--- src/design/wdm_pkg.sv ---
// Shared types and constants of the wheat dry matter daily step unit.
package wdm_pkg;

   // configuration register indexes
   localparam logic [3:0] CSR_EB    = 4'd0;
   localparam logic [3:0] CSR_EIMAX = 4'd1;
   localparam logic [3:0] CSR_K     = 4'd2;
   localparam logic [3:0] CSR_LMAX  = 4'd3;
   localparam logic [3:0] CSR_A     = 4'd4;
   localparam logic [3:0] CSR_B     = 4'd5;
   localparam logic [3:0] CSR_TI    = 4'd6;
   localparam logic [3:0] CSR_TR    = 4'd7;

   localparam int CSR_IW = 4;
   localparam int CSR_DW = 24;

   // shared multiplier: signed 34 x 25
   localparam int MUL_AW = 34;
   localparam int MUL_BW = 25;
   localparam int MUL_PW = MUL_AW + MUL_BW;

   // shared divider: 49-bit dividend, 33-bit divisor
   localparam int DIV_DW = 49;
   localparam int DIV_VW = 33;

   localparam logic [DIV_VW-1:0] LN2_Q16       = 33'd45426;
   localparam logic [21:0]       EXP_OFFSET    = 22'd1589910;  // 35 * ln2
   localparam logic [20:0]       ARG_NEG_LIM   = 21'd1572864;  // 24.0
   localparam logic [20:0]       ARG_POS_LIM   = 21'd786432;   // 12.0
   localparam logic [5:0]        EXP_SHIFT_PIV = 6'd49;

   // floor(2^39 / ln2): range reduction quotient, low by at most one
   localparam logic [23:0] RECIP_LN2 = 24'((64'd1 << 39) / 64'd45426);
   // biomass scale 819200 = 25 * 2^15; floor(2^28 / 25), low by at most eight
   localparam logic [7:0]  INC_DIV_RES = 8'd25;
   localparam logic [23:0] RECIP_25    = 24'((64'd1 << 28) / 64'd25);

   typedef struct packed {
      logic              start;
      logic [DIV_DW-1:0] dividend;
      logic [DIV_VW-1:0] divisor;
   } wdm_div_req_type;

   typedef struct packed {
      logic              done;
      logic [DIV_DW-1:0] quotient;
      logic [DIV_VW-1:0] remainder;
   } wdm_div_rsp_type;

endpackage

--- src/design/wdm_if.sv ---
// Valid/ready channel interfaces for daily weather items and results.
interface wdm_req_if;
   logic               valid;
   logic               ready;
   logic signed [14:0] temp_min;
   logic signed [14:0] temp_max;
   logic        [15:0] radiation;

   modport source (output valid, temp_min, temp_max, radiation, input ready);
   modport sink   (input valid, temp_min, temp_max, radiation, output ready);
endinterface

interface wdm_rsp_if;
   logic        valid;
   logic        ready;
   logic [19:0] degree_days;
   logic [15:0] leaf_area;
   logic [23:0] dry_matter;

   modport source (output valid, degree_days, leaf_area, dry_matter, input ready);
   modport sink   (input valid, degree_days, leaf_area, dry_matter, output ready);
endinterface

--- src/design/wheat_dry_matter_daily_step_unit.sv ---
// Top level: daily winter wheat dry matter step, sequenced over a shared multiplier and divider.
//
// One req item is a day of weather (min/max temperature, radiation); one rsp
// item comes back per day with the updated thermal sum, the day's leaf area
// index and the accumulated dry matter. Both channels are valid/ready.
// Configuration registers are written through csr_we/csr_index/csr_wdata; the user must write
// them only while the block is idle, which the block does not enforce; indexes above 7 are ignored.
// An item runs from its accept to rsp.valid through three exponentials, each
// series term a multiply plus a 49-bit pass of the bit-serial divider, a
// reciprocal on the same divider, and multiplies, clamps and result setup.
// Division by ln2 and by the biomass scale use reciprocal multiplies with a
// small correction.
// req.ready is high only while the sequencer is idle, one item at a time;
// it returns in the same cycle that rsp.valid rises.
// The result sits in an output register; a new item may be taken while it
// waits, but the next result is held back until rsp.ready takes the old one.
// Synchronous reset clears the sums, configuration registers and rsp.valid.
module wheat_dry_matter_daily_step_unit
   import wdm_pkg::*;
#(
   parameter int EXP_ITERATIONS = 16
)
(
   input  logic              clock,
   input  logic              reset,
   wdm_req_if.sink           req,
   wdm_rsp_if.source         rsp,
   input  logic              csr_we,
   input  logic [CSR_IW-1:0] csr_index,
   input  logic [CSR_DW-1:0] csr_wdata
);

   localparam int IW = $clog2(EXP_ITERATIONS + 1);

   typedef enum logic [4:0] {
      ST_IDLE, ST_GROW_MUL, ST_GROW_ARG, ST_EXP_QMUL, ST_EXP_QFIX, ST_EXP_TMUL,
      ST_EXP_TDIV, ST_EXP_TWAIT, ST_EXP_FIN, ST_EXP_RET, ST_RECIP_WAIT,
      ST_SEN_MUL, ST_SEN_ARG, ST_LAI_MUL, ST_LAI_CLAMP, ST_INT_MUL, ST_INT_ARG,
      ST_X_MUL, ST_Y_MUL, ST_INC_MUL, ST_INC_QMUL, ST_INC_QFIX, ST_INC_ADD, ST_OUT
   } state_type;

   typedef enum logic [1:0] {EXP_GROW, EXP_SEN, EXP_INT} exp_sel_type;

   // configuration
   logic [23:0] eb_ff, eimax_ff, k_ff, lmax_ff, a_ff, b_ff;
   logic [19:0] ti_ff, tr_ff;

   state_type   state_ff, state_in;
   exp_sel_type sel_ff, sel_in;
   logic [19:0] thermal_ff, thermal_in;
   logic [23:0] biomass_ff, biomass_in;
   logic [15:0] rad_ff, rad_in;
   logic [21:0] u_ff, u_in;
   logic [5:0]  q_ff, q_in;
   logic [15:0] r_ff, r_in;
   logic [30:0] term_ff, term_in;
   logic [31:0] sum_ff, sum_in;
   logic [IW-1:0] iter_ff, iter_in;
   logic [31:0] exp_ff, exp_in;
   logic [16:0] g_ff, g_in;
   logic        gt_ff, gt_in;
   logic [15:0] lai_ff, lai_in;
   logic [16:0] f_ff, f_in;
   logic [32:0] inc_n_ff, inc_n_in;
   logic [28:0] inc_q_ff, inc_q_in;
   logic [7:0]  inc_r_ff, inc_r_in;
   logic        rsp_valid_ff, rsp_valid_in;
   logic [19:0] rsp_dd_ff, rsp_dd_in;
   logic [15:0] rsp_lai_ff, rsp_lai_in;
   logic [23:0] rsp_dm_ff, rsp_dm_in;

   logic signed [MUL_AW-1:0] mul_a;
   logic signed [MUL_BW-1:0] mul_b;
   logic signed [MUL_PW-1:0] prod;
   wdm_div_req_type div_req;
   wdm_div_rsp_type div_rsp;

   wdm_mul u_mul (.clock(clock), .op_a(mul_a), .op_b(mul_b), .prod_ff(prod));
   wdm_div u_div (.clock(clock), .reset(reset), .req(div_req), .rsp(div_rsp));

   // datapath helpers
   logic [15:0] tsum;
   logic [14:0] tmean;
   logic [20:0] st_sum;
   logic [20:0] d_ti, d_tr;
   logic [MUL_PW-1:0] pabs;
   logic [46:0] arg_mag;
   logic        arg_neg;
   logic [20:0] arg_lim, arg_cmag;
   logic [21:0] u_arg;
   logic [5:0]  q_est;
   logic [21:0] r_est;
   logic        q_fix;
   logic [32:0] inc_rem;
   logic [3:0]  inc_add;
   logic [34:0] exp_big;
   logic [31:0] exp_fin;
   logic [30:0] bio_sum;
   logic [16:0] g_minus_s;

   assign tsum    = {req.temp_min[14], req.temp_min} + {req.temp_max[14], req.temp_max};
   assign tmean   = (!tsum[15] && (tsum != '0)) ? tsum[15:1] : '0;
   assign st_sum  = {1'b0, thermal_ff} + {6'b0, tmean};
   assign d_ti    = {1'b0, thermal_ff} - {1'b0, ti_ff};
   assign d_tr    = {1'b0, thermal_ff} - {1'b0, tr_ff};
   assign pabs    = prod[MUL_PW-1] ? (~prod + 1'b1) : prod;
   assign g_minus_s = g_ff - exp_ff[16:0];

   // range reduction: quotient estimate from u * 2^39/ln2, then one fixup
   assign q_est   = prod[44:39];
   assign r_est   = u_ff - ({16'b0, q_est} * 22'(LN2_Q16));
   assign q_fix   = (r_est >= 22'(LN2_Q16));

   // biomass scale: remainder of the reciprocal estimate, 25 * q by shifts
   assign inc_rem = inc_n_ff - ({prod[56:28], 4'b0} + {1'b0, prod[56:28], 3'b0}
                                + {4'b0, prod[56:28]});

   always_comb begin
      inc_add = '0;
      for (int j = 1; j <= 8; j++) begin
         if (inc_r_ff >= 8'(j * INC_DIV_RES))
            inc_add = inc_add + 1'b1;
      end
   end

   assign bio_sum = {7'b0, biomass_ff} + {2'b0, inc_q_ff} + {27'b0, inc_add};

   // exponent argument as sign and magnitude, clamped to [-24, 12]
   always_comb begin
      arg_neg = 1'b1;
      arg_mag = {19'b0, prod[39:12]};
      case (state_ff)
         ST_GROW_ARG: begin
            arg_neg = ~prod[MUL_PW-1];
            arg_mag = pabs[58:12];
         end
         ST_SEN_ARG: begin
            arg_neg = prod[MUL_PW-1];
            arg_mag = pabs[58:12];
         end
         default: ;
      endcase
      arg_lim  = arg_neg ? ARG_NEG_LIM : ARG_POS_LIM;
      arg_cmag = (arg_mag > {26'b0, arg_lim}) ? arg_lim : arg_mag[20:0];
      u_arg    = arg_neg ? (EXP_OFFSET - {1'b0, arg_cmag}) : (EXP_OFFSET + {1'b0, arg_cmag});
   end

   // scale the series sum by 2^n
   always_comb begin
      exp_big = {3'b0, sum_ff} << (q_ff - EXP_SHIFT_PIV);
      if (q_ff >= EXP_SHIFT_PIV) begin
         exp_fin = (|exp_big[34:32]) ? '1 : exp_big[31:0];
      end else begin
         exp_fin = sum_ff >> (EXP_SHIFT_PIV - q_ff);
      end
   end

   // multiplier operand select
   always_comb begin
      mul_a = '0;
      mul_b = '0;
      case (state_ff)
         ST_GROW_MUL: begin
            mul_a = {10'b0, a_ff};
            mul_b = {{4{d_ti[20]}}, d_ti};
         end
         ST_EXP_QMUL: begin
            mul_a = {12'b0, u_ff};
            mul_b = {1'b0, RECIP_LN2};
         end
         ST_SEN_MUL: begin
            mul_a = {10'b0, b_ff};
            mul_b = {{4{d_tr[20]}}, d_tr};
         end
         ST_EXP_TMUL: begin
            mul_a = {3'b0, term_ff};
            mul_b = {9'b0, r_ff};
         end
         ST_LAI_MUL: begin
            mul_a = {10'b0, lmax_ff};
            mul_b = {8'b0, g_minus_s};
         end
         ST_INT_MUL: begin
            mul_a = {10'b0, k_ff};
            mul_b = {9'b0, lai_ff};
         end
         ST_X_MUL: begin
            mul_a = {10'b0, eb_ff};
            mul_b = {1'b0, eimax_ff};
         end
         ST_Y_MUL: begin
            mul_a = {2'b0, prod[47:16]};
            mul_b = {8'b0, f_ff};
         end
         ST_INC_MUL: begin
            mul_a = {1'b0, prod[48:16]};
            mul_b = {9'b0, rad_ff};
         end
         ST_INC_QMUL: begin
            mul_a = {1'b0, prod[47:15]};
            mul_b = {1'b0, RECIP_25};
         end
         default: ;
      endcase
   end

   // divider request
   always_comb begin
      div_req.start    = 1'b0;
      div_req.dividend = '0;
      div_req.divisor  = '0;
      case (state_ff)
         ST_EXP_TDIV: begin
            div_req.start    = 1'b1;
            div_req.dividend = {19'b0, prod[45:16]};
            div_req.divisor  = DIV_VW'(iter_ff);
         end
         ST_EXP_RET: begin
            div_req.start    = (sel_ff == EXP_GROW);
            div_req.dividend = 49'h1_0000_0000;
            div_req.divisor  = 33'd65536 + {1'b0, exp_ff};
         end
         default: ;
      endcase
   end

   // sequencer
   always_comb begin
      state_in     = state_ff;
      sel_in       = sel_ff;
      thermal_in   = thermal_ff;
      biomass_in   = biomass_ff;
      rad_in       = rad_ff;
      u_in         = u_ff;
      q_in         = q_ff;
      r_in         = r_ff;
      term_in      = term_ff;
      sum_in       = sum_ff;
      iter_in      = iter_ff;
      exp_in       = exp_ff;
      g_in         = g_ff;
      gt_in        = gt_ff;
      lai_in       = lai_ff;
      f_in         = f_ff;
      inc_n_in     = inc_n_ff;
      inc_q_in     = inc_q_ff;
      inc_r_in     = inc_r_ff;
      rsp_valid_in = rsp_valid_ff && !rsp.ready;
      rsp_dd_in    = rsp_dd_ff;
      rsp_lai_in   = rsp_lai_ff;
      rsp_dm_in    = rsp_dm_ff;
      case (state_ff)
         ST_IDLE: begin
            if (req.valid) begin
               thermal_in = st_sum[20] ? '1 : st_sum[19:0];
               rad_in     = req.radiation;
               state_in   = ST_GROW_MUL;
            end
         end
         ST_GROW_MUL: state_in = ST_GROW_ARG;
         ST_GROW_ARG: begin
            sel_in   = EXP_GROW;
            u_in     = u_arg;
            state_in = ST_EXP_QMUL;
         end
         ST_EXP_QMUL: state_in = ST_EXP_QFIX;
         ST_EXP_QFIX: begin
            q_in     = q_est + {5'b0, q_fix};
            r_in     = q_fix ? 16'(r_est - 22'(LN2_Q16)) : r_est[15:0];
            term_in  = 31'h4000_0000;
            sum_in   = 32'h4000_0000;
            iter_in  = IW'(1);
            state_in = ST_EXP_TMUL;
         end
         ST_EXP_TMUL: state_in = ST_EXP_TDIV;
         ST_EXP_TDIV: state_in = ST_EXP_TWAIT;
         ST_EXP_TWAIT: begin
            if (div_rsp.done) begin
               term_in = div_rsp.quotient[30:0];
               sum_in  = sum_ff + {1'b0, div_rsp.quotient[30:0]};
               iter_in = iter_ff + 1'b1;
               state_in = (iter_ff == IW'(EXP_ITERATIONS)) ? ST_EXP_FIN : ST_EXP_TMUL;
            end
         end
         ST_EXP_FIN: begin
            exp_in   = exp_fin;
            state_in = ST_EXP_RET;
         end
         ST_EXP_RET: begin
            case (sel_ff)
               EXP_GROW: state_in = ST_RECIP_WAIT;
               EXP_SEN:  state_in = ST_LAI_MUL;
               default: begin
                  f_in     = (exp_ff >= 32'd65536) ? '0 : (17'd65536 - exp_ff[16:0]);
                  state_in = ST_X_MUL;
               end
            endcase
         end
         ST_RECIP_WAIT: begin
            if (div_rsp.done) begin
               g_in     = div_rsp.quotient[16:0];
               state_in = ST_SEN_MUL;
            end
         end
         ST_SEN_MUL: state_in = ST_SEN_ARG;
         ST_SEN_ARG: begin
            sel_in   = EXP_SEN;
            u_in     = u_arg;
            state_in = ST_EXP_QMUL;
         end
         ST_LAI_MUL: begin
            gt_in    = {15'b0, g_ff} > exp_ff;
            state_in = ST_LAI_CLAMP;
         end
         ST_LAI_CLAMP: begin
            if (!gt_ff) begin
               lai_in = '0;
            end else begin
               lai_in = (|prod[40:36]) ? '1 : prod[35:20];
            end
            state_in = ST_INT_MUL;
         end
         ST_INT_MUL: state_in = ST_INT_ARG;
         ST_INT_ARG: begin
            sel_in   = EXP_INT;
            u_in     = u_arg;
            state_in = ST_EXP_QMUL;
         end
         ST_X_MUL:   state_in = ST_Y_MUL;
         ST_Y_MUL:   state_in = ST_INC_MUL;
         ST_INC_MUL: state_in = ST_INC_QMUL;
         ST_INC_QMUL: begin
            inc_n_in = prod[47:15];
            state_in = ST_INC_QFIX;
         end
         ST_INC_QFIX: begin
            inc_q_in = prod[56:28];
            inc_r_in = inc_rem[7:0];
            state_in = ST_INC_ADD;
         end
         ST_INC_ADD: begin
            biomass_in = (|bio_sum[30:24]) ? '1 : bio_sum[23:0];
            state_in   = ST_OUT;
         end
         ST_OUT: begin
            // hold until the previous result has been taken
            if (!rsp_valid_ff || rsp.ready) begin
               rsp_valid_in = 1'b1;
               rsp_dd_in    = thermal_ff;
               rsp_lai_in   = lai_ff;
               rsp_dm_in    = biomass_ff;
               state_in     = ST_IDLE;
            end
         end
         default: state_in = ST_IDLE;
      endcase
   end

   always_ff @(posedge clock) begin
      if (reset) begin
         state_ff     <= ST_IDLE;
         sel_ff       <= EXP_GROW;
         thermal_ff   <= '0;
         biomass_ff   <= '0;
         rsp_valid_ff <= 1'b0;
      end else begin
         state_ff     <= state_in;
         sel_ff       <= sel_in;
         thermal_ff   <= thermal_in;
         biomass_ff   <= biomass_in;
         rsp_valid_ff <= rsp_valid_in;
      end
      rad_ff     <= rad_in;
      u_ff       <= u_in;
      q_ff       <= q_in;
      r_ff       <= r_in;
      term_ff    <= term_in;
      sum_ff     <= sum_in;
      iter_ff    <= iter_in;
      exp_ff     <= exp_in;
      g_ff       <= g_in;
      gt_ff      <= gt_in;
      lai_ff     <= lai_in;
      f_ff       <= f_in;
      inc_n_ff   <= inc_n_in;
      inc_q_ff   <= inc_q_in;
      inc_r_ff   <= inc_r_in;
      rsp_dd_ff  <= rsp_dd_in;
      rsp_lai_ff <= rsp_lai_in;
      rsp_dm_ff  <= rsp_dm_in;
   end

   always_ff @(posedge clock) begin
      if (reset) begin
         eb_ff    <= '0;
         eimax_ff <= '0;
         k_ff     <= '0;
         lmax_ff  <= '0;
         a_ff     <= '0;
         b_ff     <= '0;
         ti_ff    <= '0;
         tr_ff    <= '0;
      end else if (csr_we) begin
         case (csr_index)
            CSR_EB:    eb_ff    <= csr_wdata;
            CSR_EIMAX: eimax_ff <= csr_wdata;
            CSR_K:     k_ff     <= csr_wdata;
            CSR_LMAX:  lmax_ff  <= csr_wdata;
            CSR_A:     a_ff     <= csr_wdata;
            CSR_B:     b_ff     <= csr_wdata;
            CSR_TI:    ti_ff    <= csr_wdata[19:0];
            CSR_TR:    tr_ff    <= csr_wdata[19:0];
            default: ;
         endcase
      end
   end

   assign req.ready       = (state_ff == ST_IDLE);
   assign rsp.valid       = rsp_valid_ff;
   assign rsp.degree_days = rsp_dd_ff;
   assign rsp.leaf_area   = rsp_lai_ff;
   assign rsp.dry_matter  = rsp_dm_ff;

endmodule

--- src/design/wdm_mul.sv ---
// Shared signed multiplier with a registered product.
module wdm_mul
   import wdm_pkg::*;
(
   input  logic                     clock,
   input  logic signed [MUL_AW-1:0] op_a,
   input  logic signed [MUL_BW-1:0] op_b,
   output logic signed [MUL_PW-1:0] prod_ff
);

   always_ff @(posedge clock) begin
      prod_ff <= op_a * op_b;
   end

endmodule

--- src/design/wdm_div.sv ---
// Shared restoring divider, one quotient bit per cycle.
module wdm_div
   import wdm_pkg::*;
(
   input  logic            clock,
   input  logic            reset,
   input  wdm_div_req_type req,
   output wdm_div_rsp_type rsp
);

   localparam int CW = $clog2(DIV_DW + 1);

   logic              busy_ff;
   logic              done_ff;
   logic [CW-1:0]     cnt_ff;
   logic [DIV_DW-1:0] quo_ff;
   logic [DIV_VW-1:0] rem_ff;
   logic [DIV_VW-1:0] dvs_ff;
   logic [DIV_VW:0]   shifted;
   logic [DIV_VW:0]   diff;
   logic              ge;

   assign shifted = {rem_ff, quo_ff[DIV_DW-1]};
   assign diff    = shifted - {1'b0, dvs_ff};
   assign ge      = ~diff[DIV_VW];

   always_ff @(posedge clock) begin
      if (reset) begin
         busy_ff <= 1'b0;
         done_ff <= 1'b0;
         cnt_ff  <= '0;
      end else begin
         done_ff <= 1'b0;
         if (req.start) begin
            busy_ff <= 1'b1;
            cnt_ff  <= CW'(DIV_DW);
         end else if (busy_ff) begin
            cnt_ff <= cnt_ff - 1'b1;
            if (cnt_ff == CW'(1)) begin
               busy_ff <= 1'b0;
               done_ff <= 1'b1;
            end
         end
      end
   end

   always_ff @(posedge clock) begin
      if (req.start) begin
         quo_ff <= req.dividend;
         rem_ff <= '0;
         dvs_ff <= req.divisor;
      end else if (busy_ff) begin
         quo_ff <= {quo_ff[DIV_DW-2:0], ge};
         rem_ff <= ge ? diff[DIV_VW-1:0] : shifted[DIV_VW-1:0];
      end
   end

   assign rsp.done      = done_ff;
   assign rsp.quotient  = quo_ff;
   assign rsp.remainder = rem_ff;

endmodule

--- src/flat_wrapper.sv ---
// flat-port wrapper written by rule: the top's interface ports become plain ports
module wheat_dry_matter_daily_step_unit_flat import wdm_pkg::*;
#(
   parameter int EXP_ITERATIONS = 16
)
  (clock, reset, csr_we, csr_index, csr_wdata, req_valid, req_temp_min, req_temp_max, req_radiation, req_ready, rsp_valid, rsp_degree_days, rsp_leaf_area, rsp_dry_matter, rsp_ready);
  wdm_req_if req_i ();
  wdm_rsp_if rsp_i ();
  input  logic clock;
  input  logic reset;
  input  logic csr_we;
  input  logic [CSR_IW-1:0] csr_index;
  input  logic [CSR_DW-1:0] csr_wdata;
  input wire logic [$bits(req_i.valid)-1:0] req_valid;
  input wire logic [$bits(req_i.temp_min)-1:0] req_temp_min;
  input wire logic [$bits(req_i.temp_max)-1:0] req_temp_max;
  input wire logic [$bits(req_i.radiation)-1:0] req_radiation;
  output wire logic [$bits(req_i.ready)-1:0] req_ready;
  output wire logic [$bits(rsp_i.valid)-1:0] rsp_valid;
  output wire logic [$bits(rsp_i.degree_days)-1:0] rsp_degree_days;
  output wire logic [$bits(rsp_i.leaf_area)-1:0] rsp_leaf_area;
  output wire logic [$bits(rsp_i.dry_matter)-1:0] rsp_dry_matter;
  input wire logic [$bits(rsp_i.ready)-1:0] rsp_ready;
  assign req_i.valid = req_valid;
  assign req_i.temp_min = req_temp_min;
  assign req_i.temp_max = req_temp_max;
  assign req_i.radiation = req_radiation;
  assign req_ready = req_i.ready;
  assign rsp_valid = rsp_i.valid;
  assign rsp_degree_days = rsp_i.degree_days;
  assign rsp_leaf_area = rsp_i.leaf_area;
  assign rsp_dry_matter = rsp_i.dry_matter;
  assign rsp_i.ready = rsp_ready;
  wheat_dry_matter_daily_step_unit #(.EXP_ITERATIONS(EXP_ITERATIONS)) u_core (.clock(clock), .reset(reset), .req(req_i), .rsp(rsp_i), .csr_we(csr_we), .csr_index(csr_index), .csr_wdata(csr_wdata));
endmodule
--- config.mk ---
export PLATFORM = sky130hd
export DESIGN_NAME = wheat_dry_matter_daily_step_unit_flat
export DESIGN_NICKNAME = d
export VERILOG_FILES = /design/src/design/wdm_pkg.sv /design/src/design/wdm_if.sv /design/src/design/wheat_dry_matter_daily_step_unit.sv /design/src/design/wdm_mul.sv /design/src/design/wdm_div.sv /design/src/flat_wrapper.sv
export SDC_FILE = /design/constraint.sdc
export NUM_CORES = 2
export LEC_CHECK = 0
export BUFFER_PORTS_ARGS = -buffer_cell sky130_fd_sc_hd__buf_2
export CAP_MARGIN = 20
export CORE_ASPECT_RATIO = 0.7
export CORE_MARGIN = 2
export CORE_UTILIZATION = 60
export DETAILED_ROUTE_END_ITERATION = 7
export GPL_TIMING_DRIVEN = 0
export PLACE_DENSITY = 0.77
export SLEW_MARGIN = 40
export SYNTH_ARGS = -nofsm -noshare
export SYNTH_HDL_FRONTEND = slang
export SYNTH_SLANG_ARGS = --single-unit
export TNS_END_PERCENT = 1
--- constraint.sdc ---
create_clock -name clock -period 14.9 [get_ports clock]
set_input_delay 1.49 -clock clock [delete_from_list [all_inputs] [get_ports clock]]
set_output_delay 1.49 -clock clock [all_outputs]
set_load 0.02 [all_outputs]
; Yosys cells after proc, flatten, opt, wreduce, memory -nomap -nowiden
; Cells that the tools add are included.
[word_totals]
reg_bits = 734
in_bits = 79
output_inout_bits = 62
elab_cells = 213
[classes]
addsub = 31
mul = 2
n_lt_le_gt_ge = 13
n_eq_ne = 37
shifts = 2
muxes = 49
bitwise = 5
reduce_logical = 35
[op_table]
columns = operator, count
row1 = 33-bit case mux with 10 select lines, 1
row2 = 25-bit case mux with 10 select lines, 1
row3 = 83-bit case mux with 2 select lines, 1
row4 = 5-bit case mux with 22 select lines, 1
row5 = 49-bit two-way mux, 2
row6 = 32-bit two-way mux, 3
row7 = 32-bit case mux with 2 select lines, 1
row8 = 31-bit case mux with 2 select lines, 1
row9 = 59-bit by 1-bit adder with 59-bit output (second input constant), 1
row10 = 34-bit by 25-bit multiplier with 59-bit output, 1
row11 = 59-bit two-way mux, 1
row12 = 59-bit inverter, 1
row13 = 47-bit by 21-bit greater-than comparator with 1-bit output, 1
row14 = 47-bit two-way mux, 1
row15 = 5-bit equality test (second input constant), 9
row16 = 21-bit two-way mux, 2
row17 = 20-bit by 20-bit subtractor with 21-bit output, 2
row18 = 5-bit by 4-bit equality test with 1-bit output (second input constant), 8
row19 = 32-bit by 6-bit << shifter with 35-bit output, 1
row20 = 34-bit by 33-bit subtractor with 34-bit output, 1
row21 = 17-bit by 32-bit adder with 33-bit output (first input constant), 1
row22 = 33-bit two-way mux, 1
row23 = 32-bit by 31-bit adder with 32-bit output, 1
row24 = 32-bit by 17-bit >= comparator with 1-bit output (second input constant), 1
row25 = 67 further kinds, 130

; Logic depth before layout (Yosys ltp)
[depth]
word_depth = 19
mapped_depth = 41
ltp_nobuf = 40

; Cells and area by module
; Synthesis repeated with hierarchy kept, for this count alone.
[unflattened]
cells_unflattened = 8469
area_unflattened_um2 = 76826.2
[by_module_without_submodules]
columns = mod, n_inst, cells_each, area_each_um2, seq_area_each_um2
row1 = wheat_dry_matter_daily_step_unit, 1, 4510, 38869.8, 14213.6
row2 = wdm_mul, 1, 3315, 30954.7, 1181.1
row3 = wdm_div, 1, 644, 7001.7, 3283.1

; Worst setup path after synthesis
; No wires, ideal clock.
[synth_timing]
kind = register to register
from = register u_core.exp_ff[1]
to = register u_core.u_mul.prod_ff[57]
setup_time_ps = 72
arrival_ps = 9807
required_ps = 14828
path_slack_ps = 5021
stages_incl_launch_ff = 38
n_path_buf = 1
period_less_slack_ps = 9879
cell_sequence = edfxtp_1 -> inv_1 -> ha_1 -> nor2b_1 -> o21ai_0 -> a21boi_0 -> o211ai_1 -> a21oi_1 -> a2111oi_0 -> o31ai_1 -> a31oi_1 -> mux2i_1 -> nor4_1 -> clkbuf_1 -> nor2_1 -> fa_1 -> inv_1 -> fa_1 -> [2 not listed] -> fa_1 -> fa_1 -> fa_1 -> inv_1 -> fa_1 -> inv_1 -> ha_1 -> and3_1 -> nand2_1 -> nor2_1 -> and3_1 -> or4b_2 -> a211oi_1 -> o31ai_1 -> a211oi_1 -> a21oi_1 -> a31oi_1 -> xor2_1
[synth_between]
elab_chain_len = 3
[synth_lines]
columns = element, line_no
row1 = from (decl), wheat_dry_matter_daily_step_unit.sv:59  ; logic [31:0] exp_ff, exp_in;
row2 = from (signal assigned), wheat_dry_matter_daily_step_unit.sv:380  ; exp_ff <= exp_in;
row3 = 17-bit subtractor, wheat_dry_matter_daily_step_unit.sv:107  ; assign g_minus_s = g_ff - exp_ff[16:0];
row4 = 25-bit case mux with 10 select lines, wheat_dry_matter_daily_step_unit.sv:162  ; case (state_ff)
row5 = 34-bit by 25-bit multiplier with 59-bit output, wdm_mul.sv:12  ; prod_ff <= op_a * op_b;
row6 = to (signal assigned), wdm_mul.sv:12
row7 = to (decl), wdm_mul.sv:8  ; output logic signed [MUL_PW-1:0] prod_ff
; No other way between the ends.
; A chain may end at the register's enable or synchronous reset.

; Worst setup path in the final report
[layout_timing]
from = register u_core.state_ff[4]
to = register u_core.u_mul.prod_ff[57]
[layout_between]
elab_chain_len = 3
elab_cells_between_ends = 13
cone_classes = mul: 1 / eq/ne: 10 / mux: 2
[layout_lines]
columns = element, line_no
row1 = from (decl), wheat_dry_matter_daily_step_unit.sv:48  ; state_type state_ff, state_in;
row2 = from (signal assigned), wheat_dry_matter_daily_step_unit.sv:367  ; state_ff <= state_in;
row3 = "5-bit equality test, or another cell as far along", wheat_dry_matter_daily_step_unit.sv:162
row4 = 33-bit case mux with 10 select lines or 25-bit case mux with 10 select lines (tied branches), wheat_dry_matter_daily_step_unit.sv:162
row5 = 34-bit by 25-bit multiplier with 59-bit output *, wdm_mul.sv:12
; Every way passes the cells marked *; elsewhere a longest branch is shown, timed or not.

==> impl_metrics.tcl <==
set metrics [dict create \
    final_layout_size_suffix_gt1_share_pct 7.09 \
    drt_wl_total_um 295000 \
    setup_viol 0 \
    die_y_um 296 \
    status "complete, but fails checks" \
    remaining_drc_errors 10 \
    p_leak_nw 34.8 \
    synthArstFlopShare_pct 0 \
    start_kind "flip-flop" \
    hold_viol_final 0 \
    synth-edff-count 398 \
    gr-usage-all-layers_pct 47.1 \
    dpl_worst_slack_ns 1.51 \
    clockBufferDepth 3 \
    violations "DRC" \
    fin_crit_sh_pct 95.3 \
    antenna_left 0 \
    die_area_sq_mm 0.124 \
    finClkSkew_ns 0.0425 \
    clock.fmax_ghz 0.0704 \
    drt-pass1-iter-count 8 \
    fin_ws_ns 0.696 \
    period_minus_slack_ns 14.20 \
    required_ns 15.50 \
    yosysTopAreaCellShare_pct 20.3 \
    slew_headroom_pct 32.4 \
    cpMostUsedCell "fa_1" \
    grt_start_max_net_pins 39 \
    synth_common_cells "inv_1 (1100), nand2_1 (1100), nor2_1 (775)" \
    worst-path-buf-inv 11 \
    path_delay_family "adder cells" \
    antenna_found_initial 35 \
    n_fill_cell 9832 \
    grt_pass1_vias 63116 \
    power_density_mw_per_mm2 184 \
    cts_tree "yes" \
    worst_hold_path_type "flip-flop to flip-flop" \
    arrival_ns 14.81 \
    path_class "flip-flop to flip-flop" \
    hpwlAfterDp_um 240000 \
    post_drt_wl_per_cell_um 28.5 \
    endpoint_kind "flip-flop" \
    syn_avg_cell_area_sq_um 8.78 \
    syn_area_sq_mm 0.0730 \
    core_sq_mm 0.121 \
    clock-sinks 734 \
    cts_buffers 78 \
    grt_overflow_total 0 \
    grt_pass1_wl_um 423000 \
    rsz0062_at_grt "no" \
    synth_seq_area_share_pct 25.6 \
    yosysTopAreaCell "fa_1" \
    clk_latency_ns 0.72 \
    slew_viol_final 0 \
    nets 9926 \
    h-tree-depth 3 \
    viasPerCell 6.48 \
    synth_cells 8315 \
    via_count 67001 \
    syn_to_final_growth_pct 9.29 \
    initial_utilization_pct 60.2 \
    rows 107 \
    cts_hold_buf 0 \
    io_buffers 119 \
    worstMarginPinSlew_ns 1.01 \
    crit_path_max_incr_delay_ns 0.91 \
    yosys-top-cells-area "fa_1 (20%), edfxtp_1 (16%), dfxtp_1 (9.2%)" \
    crit_fanout 10 \
    cts_resized 0 \
    ios 141 \
    synth_flop_cell "edfxtp_1" \
    detail_route.iter0.violations 10456 \
    synth_seq_cells 734 \
    ir_worst_vdd_uv 414 \
    clockRootBuffer "clkbuf_16" \
    gp_congestion 1.09 \
    path_clk_slew_ns 0.07 \
    maxCapViolCount 0 \
    synth_warnings 0 \
    netlist-cell-type-count 104 \
    slowest_stage "or4b_2" \
    setup_tns_ns 0 \
    cts_setup_buffers 0 \
    floorplan.die.width_um 421 \
]
## through the flow
step / power [mW] / instances / hold WS [ns] / cell area (sq um) / util, %
floorplan: 9.08 / 8350 / 0.403 / 73100 / -
global placement: 11.7 / 10104 / 0.441 / 75800 / 62.5
global route: 15.4 / 10310 / 0.473 / 79700 / 65.8
CTS: 14.2 / 10300 / 0.455 / 79600 / 65.7
detailed placement: 12.0 / 10155 / 0.446 / 76800 / 63.3
finish: 14.7 / 10332 / 0.456 / 79800 / 65.8
## state kept, by name, summed over array words and instances (netlist names), 29 cells and up
register / flops
u_core.exp_ff: 32
u_core.inc_q_ff: 29
u_core.sum_ff: 32
u_core.term_ff: 31
u_core.u_div.dvs_ff: 33
u_core.u_div.quo_ff: 49
u_core.u_div.rem_ff: 33
u_core.u_mul.prod_ff: 59
## worst paths after layout
check                                                startpoint                          endpoint  slack, ns  cells past startpoint
worst max register to register  u_core.state_ff[4]$_SDFFE_PP0P_  u_core.u_mul.prod_ff[57]$_DFF_P_       0.70                     36
worst max-delay path            u_core.state_ff[4]$_SDFFE_PP0P_  u_core.u_mul.prod_ff[57]$_DFF_P_       0.70                     36
worst min-delay path                u_core.k_ff[5]$_SDFFE_PP0P_       u_core.k_ff[5]$_SDFFE_PP0P_       0.46                      2
worst min register to register      u_core.k_ff[5]$_SDFFE_PP0P_       u_core.k_ff[5]$_SDFFE_PP0P_       0.46                      2
## per-layer routing
| metal | wire [um] | part of all wire, % | track usage [%] | vias up |
|---|---|---|---|---|
| met5 | 729 | 0.25 | 3.54 | - |
| met4 | 12900 | 4.4 | 18.3 | 27 |
| met2 | 111000 | 38 | 60.6 | 5211 |
| li1 | - | - | - | 28484 |
| met3 | 54200 | 18 | 23.7 | 739 |
| met1 | 116000 | 39 | 66.2 | 32540 |
## tightest hold or removal path, cell delays in order (launching register included)
cell     delay, ns
dfxtp_1       0.31
nand2_1       0.05
a21oi_1       0.05
## power by group
part	switching, mW	total (mW)	internal [mW]	leakage, nW
Combinational	6.05	9.44	3.38	27.1
Clock	0.946	2.21	1.26	1.37
Sequential	0.450	3.03	2.58	6.33
## cell families after synthesis
kind of cell,count (synthesis),synth area share [%]
AO/OA/AOI/OAI,1657,14.7
adder cells (fa/ha/maj),1248,29.0
buffers and inverters,1526,7.93
AND/OR/NAND/NOR,2661,16.3
multiplexers,131,2.27
XOR/XNOR,356,4.27
flip-flops,734,25.6
other,2,0.0103
## layout by cell type (no fill, tap or decap), types with 98 or more instances in the layout
cell type / synthesis / routed
buf_2: 5 / 145
fa_1: 740 / 740
nand2_1: 1100 / 1099
clkbuf_1: 367 / 304
ha_1: 506 / 506
xnor2_1: 228 / 225
nor3_1: 119 / 107
inv_1: 1100 / 1100
o21ai_0: 288 / 288
clkbuf_2: 20 / 98
a21oi_1: 560 / 553
dfxtp_1: 336 / 326
xor2_1: 128 / 128
nand3_1: 122 / 122
nor2_1: 775 / 771
edfxtp_1: 398 / 398
## final cells by class
class / count / area, sq um / share of cell area, %
multi-input combinational: 6090 / 49100 / 61.6
timing repair buffer: 171 / 1110 / 1.39
inverter: 1101 / 4130 / 5.18
buffer: 425 / 1770 / 2.21
clock inverter: 41 / 596 / 0.747
tap: 1635 / 2050 / 2.56
antenna: 31 / 77.6 / 0.0973
clock buffer: 104 / 2230 / 2.79
sequential: 734 / 18700 / 23.4
Power figures use the tool's default switching activity.
